[src/hdl/adfp_pkg.sv]
// ----------------------------------------------------------------------------
// ASCII decimal to fixed-point package
// Shared constants and the word types that pass between the stages.
// ----------------------------------------------------------------------------
package adfp_pkg;

   localparam int FIELD_LEN = 10;
   localparam int FRAC_BITS = 15;

   localparam logic [7:0] CH_MINUS = 8'h2D;
   localparam logic [7:0] CH_DOT   = 8'h2E;
   localparam logic [7:0] CH_ZERO  = 8'h30;
   localparam logic [7:0] CH_NINE  = 8'h39;

   localparam int         POS_W   = 7;
   localparam logic [6:0] POS_MAX = 7'd127;

   typedef struct packed {
      logic [7:0] byte_in;
      logic       start_req;
   } item_type;

   typedef struct packed {
      logic               emit;
      logic signed [31:0] value;
      logic               overflow;
   } result_type;

endpackage

[src/hdl/adfp_in_reg.sv]
// ----------------------------------------------------------------------------
// Input register
// Holds one accepted byte until the parse stage takes it.
// ----------------------------------------------------------------------------
module adfp_in_reg (
   input  logic                clock,
   input  logic                reset,
   input  logic                req_valid,
   output logic                req_stall,
   input  logic [7:0]          req_byte_in,
   input  logic                req_start_req,
   input  logic                take,
   output logic                item_valid,
   output adfp_pkg::item_type  item
);

   logic               valid_ff;
   logic               valid_in;
   adfp_pkg::item_type item_ff;
   logic               accept;

   assign req_stall = valid_ff && !take;
   assign accept    = req_valid && !req_stall;

   always_comb begin
      valid_in = valid_ff;
      if (take) begin
         valid_in = 1'b0;
      end
      if (accept) begin
         valid_in = 1'b1;
      end
   end

   always_ff @(posedge clock) begin
      if (reset) begin
         valid_ff <= 1'b0;
      end else begin
         valid_ff <= valid_in;
      end
   end

   always_ff @(posedge clock) begin
      if (accept) begin
         item_ff.byte_in   <= req_byte_in;
         item_ff.start_req <= req_start_req;
      end
   end

   assign item_valid = valid_ff;
   assign item       = item_ff;

endmodule

[src/hdl/adfp_parse.sv]
// ----------------------------------------------------------------------------
// Parse stage
// Holds the parse state and updates it from one byte per cycle while fire is high.
// ----------------------------------------------------------------------------
module adfp_parse #(
   parameter int FRAC_BITS = adfp_pkg::FRAC_BITS
) (
   input  logic                 clock,
   input  logic                 reset,
   input  logic                 csr_write,
   input  logic [5:0]           csr_skip_count,
   input  logic                 fire,
   input  adfp_pkg::item_type   item,
   output adfp_pkg::result_type result
);

   localparam int SUM_W = 38;
   localparam logic [FRAC_BITS-1:0] Tenth = FRAC_BITS'((2 ** FRAC_BITS) / 10);

   logic [5:0]            skip_ff;
   logic [6:0]            pos_ff;
   logic [6:0]            pos_in;
   logic signed [31:0]    acc_ff;
   logic signed [31:0]    acc_in;
   logic [FRAC_BITS-1:0]  weight_ff;
   logic [FRAC_BITS-1:0]  weight_in;
   logic                  dot_ff;
   logic                  dot_in;
   logic                  minus_ff;
   logic                  minus_in;
   logic                  ovf_ff;
   logic                  ovf_in;

   logic [6:0]             pos_cur;
   logic [6:0]             last;
   logic                   in_window;
   logic [3:0]             digit;
   logic signed [SUM_W-1:0] acc_w;
   logic signed [SUM_W-1:0] int_sum;
   logic signed [SUM_W-1:0] frac_sum;
   logic signed [SUM_W-1:0] sum;
   logic [FRAC_BITS+3:0]   dw_prod;
   logic [2*FRAC_BITS-1:0] w_prod;
   logic                   neg_ovf;

   always_comb begin
      pos_cur   = item.start_req ? '0 : pos_ff;
      acc_in    = item.start_req ? '0 : acc_ff;
      weight_in = item.start_req ? Tenth : weight_ff;
      dot_in    = item.start_req ? 1'b0 : dot_ff;
      minus_in  = item.start_req ? 1'b0 : minus_ff;
      ovf_in    = item.start_req ? 1'b0 : ovf_ff;

      pos_in    = (pos_cur < adfp_pkg::POS_MAX) ? pos_cur + 7'd1 : pos_cur;
      last      = {1'b0, skip_ff} + 7'(adfp_pkg::FIELD_LEN - 1);
      in_window = (pos_cur >= {1'b0, skip_ff}) && (pos_cur <= last);

      digit    = 4'(item.byte_in - adfp_pkg::CH_ZERO);
      acc_w    = SUM_W'(acc_in);
      int_sum  = (acc_w <<< 3) + (acc_w <<< 1) + (SUM_W'(digit) << FRAC_BITS);
      dw_prod  = (FRAC_BITS + 4)'(digit) * (FRAC_BITS + 4)'(weight_in);
      frac_sum = acc_w + SUM_W'(dw_prod);
      w_prod   = (2 * FRAC_BITS)'(weight_in) * (2 * FRAC_BITS)'(Tenth);
      sum      = dot_in ? frac_sum : int_sum;

      if (in_window) begin
         if (item.byte_in == adfp_pkg::CH_MINUS) begin
            minus_in = 1'b1;
         end else if (item.byte_in == adfp_pkg::CH_DOT) begin
            dot_in = 1'b1;
         end else if (item.byte_in inside {[adfp_pkg::CH_ZERO:adfp_pkg::CH_NINE]}) begin
            acc_in = sum[31:0];
            if (sum[SUM_W-1:31] != {(SUM_W - 31){sum[31]}}) begin
               ovf_in = 1'b1;
            end
            if (dot_in) begin
               weight_in = w_prod[2*FRAC_BITS-1:FRAC_BITS];
            end
         end
      end

      result.emit = in_window && (pos_cur == last);
      neg_ovf     = minus_in && (acc_in == 32'sh8000_0000);
      if (result.emit && neg_ovf) begin
         ovf_in = 1'b1;
      end
      result.value    = minus_in ? -acc_in : acc_in;
      result.overflow = ovf_in;
   end

   always_ff @(posedge clock) begin
      if (reset) begin
         skip_ff   <= '0;
         pos_ff    <= '0;
         acc_ff    <= '0;
         weight_ff <= Tenth;
         dot_ff    <= 1'b0;
         minus_ff  <= 1'b0;
         ovf_ff    <= 1'b0;
      end else begin
         if (csr_write) begin
            skip_ff <= csr_skip_count;
         end
         if (fire) begin
            pos_ff    <= pos_in;
            acc_ff    <= acc_in;
            weight_ff <= weight_in;
            dot_ff    <= dot_in;
            minus_ff  <= minus_in;
            ovf_ff    <= ovf_in;
         end
      end
   end

   // A start byte always leaves the position at one.
   a_start_pos: assert property (@(posedge clock) disable iff (reset)
      fire && item.start_req |=> pos_ff == 7'd1)
      else $error("position after start byte is not one");

   // The overflow flag stays set until the next start byte.
   a_ovf_sticky: assert property (@(posedge clock) disable iff (reset)
      fire && !item.start_req && ovf_ff |=> ovf_ff)
      else $error("overflow flag cleared without start");

   // The weight only moves once a dot has been seen.
   a_weight_dot: assert property (@(posedge clock) disable iff (reset)
      !dot_ff |-> weight_ff == Tenth)
      else $error("fraction weight changed before dot");

   // The weight never grows above its start value.
   a_weight_max: assert property (@(posedge clock) disable iff (reset)
      weight_ff <= Tenth)
      else $error("fraction weight above one tenth");

endmodule

[src/hdl/adfp_out_reg.sv]
// ----------------------------------------------------------------------------
// Result register
// Holds one finished result word until the receiver takes it.
// ----------------------------------------------------------------------------
module adfp_out_reg (
   input  logic                  clock,
   input  logic                  reset,
   input  logic                  fire,
   input  adfp_pkg::result_type  result,
   output logic                  out_free,
   output logic                  rsp_valid,
   input  logic                  rsp_stall,
   output logic signed [31:0]    rsp_value,
   output logic                  rsp_overflow
);

   logic               valid_ff;
   logic               valid_in;
   logic signed [31:0] value_ff;
   logic               ovf_ff;
   logic               load;

   assign out_free = !valid_ff || !rsp_stall;
   assign load     = fire && result.emit;

   always_comb begin
      valid_in = valid_ff && rsp_stall;
      if (load) begin
         valid_in = 1'b1;
      end
   end

   always_ff @(posedge clock) begin
      if (reset) begin
         valid_ff <= 1'b0;
      end else begin
         valid_ff <= valid_in;
      end
   end

   always_ff @(posedge clock) begin
      if (load) begin
         value_ff <= result.value;
         ovf_ff   <= result.overflow;
      end
   end

   assign rsp_valid    = valid_ff;
   assign rsp_value    = value_ff;
   assign rsp_overflow = ovf_ff;

endmodule

[src/hdl/ascii_decimal_to_fixed_point.sv]
// ----------------------------------------------------------------------------
// ASCII decimal to fixed-point converter
// Parses a window of command buffer bytes into a signed fixed-point word.
//
//   Channel  Direction  Handshake            Word
//   req      in         req_valid/req_stall  req_byte_in, req_start_req
//   rsp      out        rsp_valid/rsp_stall  rsp_value, rsp_overflow
//   csr      in         csr_valid/csr_ready  csr_skip_count
//
// One byte is taken every cycle while the result register is free.
// The rate is set by the single parse stage, updating its state per byte taken.
// Reset is synchronous and clears the parse state and skip_count.
// A stalled result word holds the parse stage, which in turn stalls req.
// ----------------------------------------------------------------------------
module ascii_decimal_to_fixed_point #(
   parameter int FRAC_BITS = adfp_pkg::FRAC_BITS
) (
   input  logic               clock,
   input  logic               reset,
   input  logic               req_valid,
   output logic               req_stall,
   input  logic [7:0]         req_byte_in,
   input  logic               req_start_req,
   output logic               rsp_valid,
   input  logic               rsp_stall,
   output logic signed [31:0] rsp_value,
   output logic               rsp_overflow,
   input  logic               csr_valid,
   output logic               csr_ready,
   input  logic [5:0]         csr_skip_count
);

   adfp_pkg::item_type   item;
   adfp_pkg::result_type result;
   logic                 item_valid;
   logic                 out_free;
   logic                 fire;

   assign csr_ready = 1'b1;
   assign fire      = item_valid && out_free;

   adfp_in_reg u_in_reg (
      .clock         (clock),
      .reset         (reset),
      .req_valid     (req_valid),
      .req_stall     (req_stall),
      .req_byte_in   (req_byte_in),
      .req_start_req (req_start_req),
      .take          (fire),
      .item_valid    (item_valid),
      .item          (item)
   );

   adfp_parse #(
      .FRAC_BITS (FRAC_BITS)
   ) u_parse (
      .clock          (clock),
      .reset          (reset),
      .csr_write      (csr_valid && csr_ready),
      .csr_skip_count (csr_skip_count),
      .fire           (fire),
      .item           (item),
      .result         (result)
   );

   adfp_out_reg u_out_reg (
      .clock        (clock),
      .reset        (reset),
      .fire         (fire),
      .result       (result),
      .out_free     (out_free),
      .rsp_valid    (rsp_valid),
      .rsp_stall    (rsp_stall),
      .rsp_value    (rsp_value),
      .rsp_overflow (rsp_overflow)
   );

endmodule
[config.mk]
export PLATFORM = sky130hd
export DESIGN_NAME = ascii_decimal_to_fixed_point
export DESIGN_NICKNAME = d
export VERILOG_FILES = /design/src/hdl/adfp_pkg.sv /design/src/hdl/adfp_in_reg.sv /design/src/hdl/adfp_parse.sv /design/src/hdl/adfp_out_reg.sv /design/src/hdl/ascii_decimal_to_fixed_point.sv
export SDC_FILE = /design/constraint.sdc
export NUM_CORES = 1
export LEC_CHECK = 0
export BUFFER_PORTS_ARGS = -buffer_cell sky130_fd_sc_hd__buf_2
export CAP_MARGIN = 20
export CORE_MARGIN = 2
export CORE_UTILIZATION = 45
export CTS_CLUSTER_DIAMETER = 40
export DETAILED_ROUTE_END_ITERATION = 7
export HOLD_SLACK_MARGIN = 0.06
export PLACE_DENSITY = 0.71
export SYNTH_ARGS = -nofsm -noshare
export SYNTH_HDL_FRONTEND = slang
export SYNTH_SLANG_ARGS = --single-unit
[constraint.sdc]
create_clock -name clock -period 9.4 [get_ports clock]
set_clock_uncertainty 0.2 [all_clocks]
set_input_delay 0.47 -clock clock [delete_from_list [all_inputs] [get_ports clock]]
set_output_delay 0.47 -clock clock [all_outputs]
set_load 0.005 [all_outputs]
==> results by group, run 1 <==
Placement
  • I/O Buffers: between 50 and 60
  • HPWL after detailed placement: 30.5 mm
  • Final Wtd Congestion: between 0.9 and 1
  • Dpl cells: between 2,000 and 2,500

STA
  • Slew Limit Fails: 0
  • Endpoints failing setup: 0
  • Worst-Margin Slew: between 1 and 1.5 ns
  • Final period util: 90.5%
  • Hold WS: approximately 0.076 ns
  • Minimum clock period: 8.50 ns
  • RSZ-0062 raised after global routing: false
  • Final count of hold timing violations: 0
  • Rel. slew slack: about a third
  • Peak Freq: between 100 and 150 MHz
  • Setup TNS: 0 ns

Global routing
  • First-pass GRT wire length: 62.8 mm
  • Largest net degree at the start of global routing: just over 70
  • Initial antenna violation count: 1
  • GRT Resource Usage Total: 23.3%
  • Number of global-route vias before repair: between 10,000 and 15,000
  • Remaining Overflow, GRT: 0

Finish
  • ANT cells: 0
  • Share of cells above drive strength 1: between 7 and 8%
  • Synthesis-to-finish area growth: 6.42%
  • Nets: just over 2,000
  • Non-filler cells, final: between 2,000 and 2,500

Yosys
  • Yosys Warn Count: 0
  • Seq cells post-synth: about 110
  • Synth Instances: 1,757
  • Ys async rst share: 0%
  • Synth Net Count: between 2,000 and 2,500
  • Post-synth EDFFs: 42
  • Library cells used by synthesis: about 100
  • Ys flop type: dfxtp_1
  • Syn_area_per_cell: 8.17 um^2
  • Syn Std Cell Area: 0.0144 mm^2
  • Sequential area share after synthesis: between 10% and 20%

Worst setup path
  • Worst Path Arrival: 8.42 ns
  • Startpoint types: flop
  • Slowest cell on the critical path: a221oi_1
  • Worst Path Max Fanout: 31
  • CP required: between 9 and 10 ns
  • CP max stage delay: 0.56 ns
  • Critical Path Most Common Cell: a21oi_1
  • Worst setup EP type: flop
  • Kind of critical path: flop to flop

Clocking
  • CTS Root Buffer Type: clkbuf_16
  • Post-CTS sizing: 0
  • H-tree lvl count: 3
  • Clk Latency, worst-skew pair: ~0.38 ns
  • Clock sinks: between 100 and 150
  • CTS tree: done
  • Clock buffer depth: 2
  • Worst-path clk slew: roughly 0.080 ns
  • Number of CTS-inserted buffers: 9
  • Post CTS Setup Buffer Count: 0
  • Hold Buf Count CTS: 1

Route
  • Final WL: roughly 39 mm
  • Via Count: ~13,000
  • Antenna-violating nets left: 0
  • Residual DRC count: 0
  • Drt wl/cell: 17.8 um
  • Drt first pass iters: 5
  • Mean number of vias per cell: 5.89
  • DRT iter0 DRCs: about 1,000

Floorplanning
  • I/O pin total: 56
  • Die Wd: ~180 um
  • Row count: 65
  • Std-Cell Core Area: between 0.03 and 0.04 mm^2
  • Initial Util: between 40% and 50%
  • Die Height: between 150 and 200 um
  • DIE AREA: between 0.03 and 0.04 mm^2

Power
  • Logic pwr share: 29.0%
  • Internal power: around 850 uW
  • Sw Pwr: 449 uW
  • Share of power burned in registers: around two fifths
  • Clock power share: around a third
  • P_leak: just over 0.007 uW
  • Pwr/cell area: approximately 85 mW/mm^2
  • Switching Share: 34.6%
  • Peak VDD IR: approximately 0.00011 V

Run
  • Number of max-cap violations: 0

Status
  • Status: completed

Min path
  • Min-Delay Path Class: input port to flop
[kinds of logic (layout without fill, tap and decap cells)]
kind of cell               Yosys count  after routing  share of synthesized area (%)
muxes                               21             21                           1.48
AOI/OAI and AO/OA                  443            443                           21.2
and+or+nand+nor                    603            603                           21.6
DFF                                107            107                           17.9
xor gates and xnor gates            99             99                           6.04
adders and majority gates          245            245                           25.0
other                                1              1                         0.0261
buffers and inverters              238            254                           6.77
[cell usage after synthesis, drive strengths merged, types with 5 or more instances]
library cell | number | area, um^2
nor4 | 12 | 81.3
nor3 | 28 | 168
a21oi | 123 | 619
nor2b | 68 | 425
o211a | 7 | 70.1
a311oi | 8 | 70.1
o2111ai | 5 | 43.8
o21a | 21 | 158
a31oi | 18 | 113
o211ai | 14 | 110
a211o | 8 | 71.3
edfxtp | 42 | 1260
xnor2 | 66 | 578
a2111oi | 8 | 95.1
o21bai | 16 | 120
nand2 | 146 | 548
nor2 | 132 | 495
nand3 | 50 | 250
nand2b | 8 | 50.1
and2 | 49 | 308
fa | 69 | 1380
a221oi | 5 | 67.6
nand4 | 23 | 150
a22oi | 5 | 37.5
a211oi | 45 | 348
o21ai | 71 | 359
xor2 | 33 | 289
ha | 176 | 2200
clkbuf | 49 | 200
inv | 165 | 619
and3 | 30 | 189
dfxtp | 65 | 1300
nor3b | 5 | 37.5
buf | 24 | 153
or3 | 9 | 56.3
a21o | 31 | 235
o31ai | 7 | 52.6
or4 | 6 | 45.0
mux2i | 19 | 190
or2 | 15 | 93.8
and4 | 5 | 45.0
[metal layers]
| layer | global-route usage (%) | part of all wire (%) |
|---|---|---|
| met5 | 0 | 0 |
| met4 | 5.42 | 1.7 |
| met3 | 3.59 | 7.0 |
| met2 | 37.5 | 44 |
| met1 | 32.9 | 47 |
[worst paths after layout]
check,start,endpoint,slack (ns),cells after the start
hold / removal,req_byte_in[1],u_in_reg.item[2]$_DFFE_PP_,0.08,1
setup reg to reg,u_in_reg.item[0]$_DFFE_PP_,u_out_reg.rsp_value[30]$_DFFE_PP_,0.90,33
setup / recovery,u_in_reg.item[0]$_DFFE_PP_,u_out_reg.rsp_value[30]$_DFFE_PP_,0.90,33
hold reg to reg,u_parse.weight_ff[13]$_SDFFE_PP0P_,u_parse.weight_ff[13]$_SDFFE_PP0P_,0.26,1
[cells in the final DEF, fill, tap and decap left out, drive strengths merged, types with 28 or more instances in the layout]
master  instances
ha            176
nor2          132
a21o           31
nand2         146
xnor2          66
and2           49
o21ai          71
nor2b          68
fa             69
dfxtp          65
a211oi         45
nand3          50
buf            71
and3           30
xor2           33
nor3           28
inv           167
a21oi         123
edfxtp         42
[critical path, delay by kind of cell, from the launching register on]
kind | cells | cell delay (ns)
flops | 1 | 0.38
compound gates | 13 | 2.80
fa+ha+maj | 4 | 1.82
buf+inv | 3 | 0.51
xor+xnor | 2 | 0.27
simple gates | 10 | 1.91
mux | 1 | 0.36
[stage by stage]
| step | utilization [%] | power (uW) | area, um^2 | worst slack (ns) |
|---|---|---|---|---|
| after global placement | 47.3 | 878 | 14900 | 1.25 |
| after floorplan | - | 805 | 14400 | 0.608 |
| after global routing | 48.5 | 1370 | 15300 | 0.189 |
| after detailed placement | 47.3 | 887 | 14900 | 1.00 |
| final | 48.5 | 1300 | 15300 | 0.896 |
| after CTS | 48.4 | 1300 | 15200 | 0.974 |
[power groups by stage]
stage / registers (uW) / logic, uW / clock network, uW
CTS: 508 / 371 / 418
detailed placement: 519 / 368 / 0
floorplan: 512 / 293 / 0
global placement: 519 / 360 / 0
global route: 511 / 418 / 437
finish: 509 / 376 / 412
[layout make-up]
| cell class | instances | area, um^2 |
|---|---|---|
| fill | 3044 | 16200 |
| multi-input combinational | 1412 | 10800 |
| sequential | 107 | 2560 |
| inverter | 165 | 619 |
| tap | 402 | 503 |
| timing repair buffer | 73 | 445 |
| clock buffer | 10 | 229 |
| clock inverter | 6 | 82.6 |
[flip-flops by register name, indices dropped and copies added (netlist names)]
register,cells
u_in_reg.item,9
u_parse.ovf_ff,1
u_out_reg.rsp_value,32
u_parse.dot_ff,1
u_parse.minus_ff,1
u_parse.skip_ff,6
u_out_reg.rsp_overflow,1
u_parse.weight_ff,15
u_parse.pos_ff,7
u_in_reg.item_valid,1
u_parse.acc_ff,32
u_out_reg.rsp_valid,1
No activity file was read; power rests on OpenSTA's default activity.
==> inputs of run 2 (changes only) <==
Settings changed: CORE_ASPECT_RATIO set to 1.1.
==> run 2 against run 1 <==
Critical path depth did not move. Flip-flop and latch count did not move. Non-clock buffer count rose by 2. Fmax fell by 0.70%. Worst hold slack improved by 0.014 ns. Global-route usage rose by 0.30 points. Via count fell by 0.41%. Utilization rose by 0.25 points. Worst setup slack got worse by 0.060 ns. First-iteration DRC count fell by 16%. Combinational power barely moved.
==> results by group, run 2 (synthesis results as in run 1) <==
Placement
  • Final Wtd Congestion: slightly below 1
  • I/O Buffers: 54
  • Worst slack, placed: roughly 0.92 ns
  • HPWL after detailed placement: 30.7 mm
  • Dpl cells: approximately 2,200

Finish
  • Synthesis-to-finish area growth: 6.70%
  • FILL cells: about 3,000
  • Share of cells above drive strength 1: under 10%
  • Most common cell after layout, fill and taps aside: ha_1
  • Non-filler cells, final: between 2,000 and 2,500
  • Area of the multi-input gates: approximately 0.011 mm^2
  • Most frequent cells in the layout: ha_1, inv_1, nand2_1, nor2_1, a21oi_1
  • ANT cells: 0
  • Nets: between 2,000 and 2,500
  • Core Util, Final: 48.8%
  • Reg area: 0.00256 mm^2

STA
  • Minimum clock period: about 8.6 ns
  • Rel. slew slack: a little over a third
  • Setup TNS: 0 ns
  • Worst-Margin Slew: roughly 0.96 ns
  • Endpoints failing setup: 0
  • Final period util: approximately 91%
  • Slew Limit Fails: 0
  • RSZ-0062 raised after global routing: false
  • Peak Freq: between 100 and 150 MHz
  • Hold WS: ~0.09 ns
  • Final WS setup: 0.836 ns
  • Final count of hold timing violations: 0

Power
  • P_leak: ~0.0071 uW
  • Pwr/cell area: 85.7 mW/mm^2
  • Peak VDD IR: roughly 0.00011 V

Clocking
  • Clock sinks: approximately 110
  • Clk Latency, worst-skew pair: about 0.36 ns
  • Post-CTS sizing: 0
  • Worst-path clk slew: approximately 0.090 ns
  • Number of CTS-inserted buffers: 9
  • Hold Buf Count CTS: 0
  • CTS Root Buffer Type: clkbuf_16
  • CTS tree: done
  • H-tree lvl count: 3
  • Post CTS Setup Buffer Count: 0
  • Clock buffer depth: 2

Route
  • Mean number of vias per cell: approximately 5.8
  • Residual DRC count: 0
  • Final WL: roughly 40 mm
  • Antenna-violating nets left: 0
  • Drt wl/cell: 17.8 um
  • Drt first pass iters: 5
  • Via Count: about 13,000
  • DRT iter0 DRCs: around 870

Worst setup path
  • Reg2Reg Launch Point: u_in_reg.item[0]$_DFFE_PP_
  • Crit path launch: u_in_reg.item[0]$_DFFE_PP_
  • Worst Path Arrival: between 8 and 9 ns
  • Slowest cell on the critical path: a221oi_1
  • CP required: between 9 and 10 ns
  • Kind of critical path: flop to flop
  • Worst setup EP type: flop
  • Startpoint types: flop
  • Worst Path Max Fanout: 31
  • Critical Path Most Common Cell: a21oi_1
  • Worst reg2reg setup slack: 0.84 ns
  • CP max stage delay: 0.55 ns

Global routing
  • GR Layer Usage met3: roughly 2.5%
  • Global routing's busiest layer: met2
  • Remaining Overflow, GRT: 0
  • GRT Resource Usage Total: approximately a quarter
  • Largest net degree at the start of global routing: approximately 70
  • First-pass GRT wire length: roughly 64 mm
  • Number of global-route vias before repair: 12,366
  • Routing usage on met2: 39.9%
  • Met1 global-route usage: between 30% and 40%
  • Initial antenna violation count: 0

Run
  • Number of max-cap violations: 0

Status
  • Status: completed

Floorplanning
  • I/O pin total: between 50 and 60
  • Row count: 68
  • Die Height: roughly 190 um
  • Initial Util: between 40% and 50%
  • Die Wd: between 150 and 200 um
  • DIE AREA: approximately 0.033 mm^2
  • Std-Cell Core Area: between 0.03 and 0.04 mm^2

Min path
  • Hold Startpoint: req_byte_in[0]
  • Min-Delay Path Class: input port to flop
run 2: cell count changes in the layout (fill, tap and decap cells not counted), sizes merged:
cell,delta
clkbuf,-1
dlygate4sd3,-2
clkinv,-1
inv,+3
clkinvlp,-1
buf,+4
run 2: layer usage:
metal	vias to the layer above	part of all wire, %
met4	0	2.5
li1	6274	-
met3	63	5.2
met1	6069	46
met2	360	46
met5	-	0
run 2: metrics by stage:
step / power (uW) / area [um^2]
after floorplan: 805 / 14400
after global placement: 879 / 15000
after detailed placement: 889 / 15000
after CTS: 1310 / 15300
after global routing: 1380 / 15300
final: 1310 / 15300
run 2: power breakdown:
group / switching (uW) / internal [uW]
combinational: 235 / 142
clock: 208 / 219
sequential: 16.0 / 493
total: 459 / 854
run 2: worst paths after layout:
kind | end | depth (start not counted)
max | u_out_reg.rsp_value[30]$_DFFE_PP_ | 33
min | u_in_reg.item[1]$_DFFE_PP_ | 1
max reg2reg | u_out_reg.rsp_value[30]$_DFFE_PP_ | 33
min reg2reg | u_parse.acc_ff[7]$_SDFFE_PP0P_ | 2
run 2: worst max-delay path: cells and delay by family (launching register included):
family / cells / cell delay, ns
AOI/OAI and AO/OA: 13 / 2.82
and+or+nand+nor: 10 / 1.92
adders and majority gates: 4 / 1.83
buffers and inverters: 3 / 0.50
DFF: 1 / 0.41
muxes: 1 / 0.36
xor gates and xnor gates: 2 / 0.27
run 2: layout make-up:
class | instances | share of cell area, %
flip-flops and latches | 107 | 16.7
clock inverters | 7 | 0.670
clock buffers | 9 | 1.47
inverters | 165 | 4.04
multi-input cells | 1412 | 70.7
well taps | 420 | 3.43
repair buffers | 75 | 2.93
==> inputs of run 3 (changes only) <==
Settings changed: BUFFER_PORTS_ARGS -buffer_cell sky130_fd_sc_hd__buf_2 to -buffer_cell sky130_fd_sc_hd__buf_4.
Clock period 9.4 ns to 7.7 ns, I/O delays scaled along.
==> run 3 against run 2 <==
Clock-buffer cell count is 1 higher. Wire length is 2.7% higher. Combinational power is 31% higher. Non-clock buffer count is 41 higher.
==> results by group, run 3 (synthesis results as in run 1) <==
Status
  • Status: completed

Worst setup path
  • Reg2Reg Depth: 32
  • Reg2Reg Launch Point: u_in_reg.item[0]$_DFFE_PP_
  • Startpoint types: flop
  • Crit path launch: u_in_reg.item[0]$_DFFE_PP_
  • Worst setup EP type: flop
  • Critical Path Most Common Cell: a21oi_2
  • CP required: ~7.6 ns
  • Worst reg2reg setup slack: between 0.3 and 0.4 ns
  • Slowest cell on the critical path: fa_1
  • RR Endpoint: u_out_reg.rsp_value[31]$_DFFE_PP_
  • Worst Path Arrival: 7.24 ns
  • Worst Path Max Fanout: 7
  • CP max stage delay: 0.54 ns
  • Worst Setup EP: u_out_reg.rsp_value[31]$_DFFE_PP_
  • Kind of critical path: flop to flop

Floorplanning
  • Initial Util: between 40% and 50%
  • Std-Cell Core Area: 0.0314 mm^2
  • I/O pin total: 56
  • Die Height: 191 um
  • Row count: 68
  • Die Wd: around 170 um
  • DIE AREA: approximately 0.033 mm^2

Clocking
  • CTS tree: done
  • H-tree lvl count: 3
  • Worst-path clk slew: roughly 0.10 ns
  • Clock buffer depth: 2
  • Clock sinks: about 110
  • CTS Root Buffer Type: clkbuf_16
  • Clk Latency, worst-skew pair: 0.38 ns
  • Number of CTS-inserted buffers: 9

Global routing
  • First-pass GRT wire length: 65.2 mm
  • Largest net degree at the start of global routing: between 70 and 80
  • GRT Resource Usage Total: 24.2%
  • Initial antenna violation count: 0
  • Number of global-route vias before repair: 12,860
  • Remaining Overflow, GRT: 0

Placement
  • I/O Buffers: 54
  • HPWL after detailed placement: roughly 32 mm
  • Dpl cells: 2,197
  • Final Wtd Congestion: 0.957

Route
  • Top sig layer: met4
  • Drt wl/cell: approximately 18 um
  • Drt first pass iters: 6
  • WL met2: slightly below 20 mm
  • Antenna-violating nets left: 0
  • Final WL: between 40 and 50 mm
  • Via Count: 13,118
  • Residual DRC count: 0
  • DRT iter0 DRCs: roughly 1,100
  • Mean number of vias per cell: 5.86
  • Wl on met1: ~18 mm
  • Routed wl met3: ~1.9 mm

STA
  • Slew Limit Fails: 0
  • Peak Freq: 136 MHz
  • Final count of hold timing violations: 0
  • RSZ-0062 raised after global routing: false
  • Rel. slew slack: 45.0%
  • Final period util: a little over nine tenths
  • Setup TNS: 0 ns
  • Endpoints failing setup: 0
  • Hold WS: 0.0557 ns
  • Worst-Margin Slew: between 0.8 and 0.9 ns
  • Minimum clock period: 7.33 ns

Power
  • P_leak: approximately 0.0073 uW
  • Pwr/cell area: 99.8 mW/mm^2
  • Tot Pwr: ~1600 uW
  • Peak VDD IR: between 0.0001 and 0.00015 V

Finish
  • FILL cells: between 2,000 and 3,000
  • Synthesis-to-finish area growth: 10.9%
  • Nets: 2,077
  • Most frequent cells in the layout: ha_1, inv_1, nand2_1, nor2_1, a21oi_1
  • Area of the multi-input gates: approximately 0.011 mm^2
  • Non-filler cells, final: roughly 2,200
  • Share of cells above drive strength 1: between 10% and 20%
  • Reg area: roughly 0.0026 mm^2
  • Most common cell after layout, fill and taps aside: ha_1
  • Core Util, Final: 50.7%
  • ANT cells: 0

Run
  • Number of max-cap violations: 0

Min path
  • Min-Delay Path Class: input port to flop
==> run 3: cell types whose count changed in the layout (fill, tap and decap cells not counted), sizes merged <==
| cell | change |
|---|---|
| bufinv | -1 |
| inv | -2 |
| clkinv | +2 |
| buf | +27 |
| o21a | +1 |
| clkbuf | +1 |
| dlygate4sd3 | +14 |
==> run 3: final cells by class <==
class	count	share of cell area, %
clock inverters	6	0.362
clock buffers	10	1.44
multi-input cells	1413	69.0
inverters	165	3.89
well taps	420	3.30
flip-flops and latches	107	16.1
repair buffers	116	5.86
==> run 3: worst max-delay path: cells and delay by family, from the launching register on <==
kind / cells / cell delay (ns)
AO/OA/AOI/OAI: 16 / 2.84
adder cells (fa/ha/maj): 4 / 1.65
AND/OR/NAND/NOR: 8 / 1.52
flip-flops: 1 / 0.37
XOR/XNOR: 2 / 0.25
buffers and inverters: 2 / 0.24
==> run 3: timing repair <==
item                                    4_1_cts  5_1_grt
endpoints found under the setup margin        0       11
endpoints found under the hold margin        14        0
gates resized for setup                       0       15
setup buffers                                 0        8
hold buffers                                 14        0
==> run 3: worst min path at each step <==
| stage | to | start | cells past startpoint |
|---|---|---|---|
| finish | u_parse.skip_ff[4]$_SDFFE_PP0P_ | csr_skip_count[4] | 3 |
| global route | u_parse.skip_ff[4]$_SDFFE_PP0P_ | csr_skip_count[4] | 3 |
| CTS | u_parse.skip_ff[4]$_SDFFE_PP0P_ | csr_skip_count[4] | 3 |
| detailed placement | u_parse.weight_ff[12]$_SDFFE_PP0P_ | u_parse.weight_ff[12]$_SDFFE_PP0P_ | 1 |
| global placement | u_parse.weight_ff[13]$_SDFFE_PP0P_ | u_parse.weight_ff[13]$_SDFFE_PP0P_ | 1 |
| floorplan | u_parse.weight_ff[1]$_SDFFE_PP0P_ | u_parse.weight_ff[1]$_SDFFE_PP0P_ | 2 |
==> run 3: power breakdown <==
group,total [uW],internal (uW),switching (uW)
sequential,618,602,16.0
combinational,494,194,300
clock,476,228,248
total,1590,1020,564
==> run 3: metal layers <==
| metal | track usage (%) | vias up |
|---|---|---|
| met5 | 0 | - |
| met4 | 8.02 | 0 |
| met2 | 43.6 | 395 |
| met1 | 30.4 | 6301 |
| met3 | 2.11 | 72 |
| li1 | - | 6350 |
==> run 3: stage by stage <==
stage          cell area, um^2  setup slack (ns)
3_5_place_dp             15300             0.225
3_3_place_gp             15300             0.421
2_1_floorplan            14500           0.00153
4_1_cts                  15800             0.168
6_report                 15900             0.369
5_1_grt                  15900           0.00215
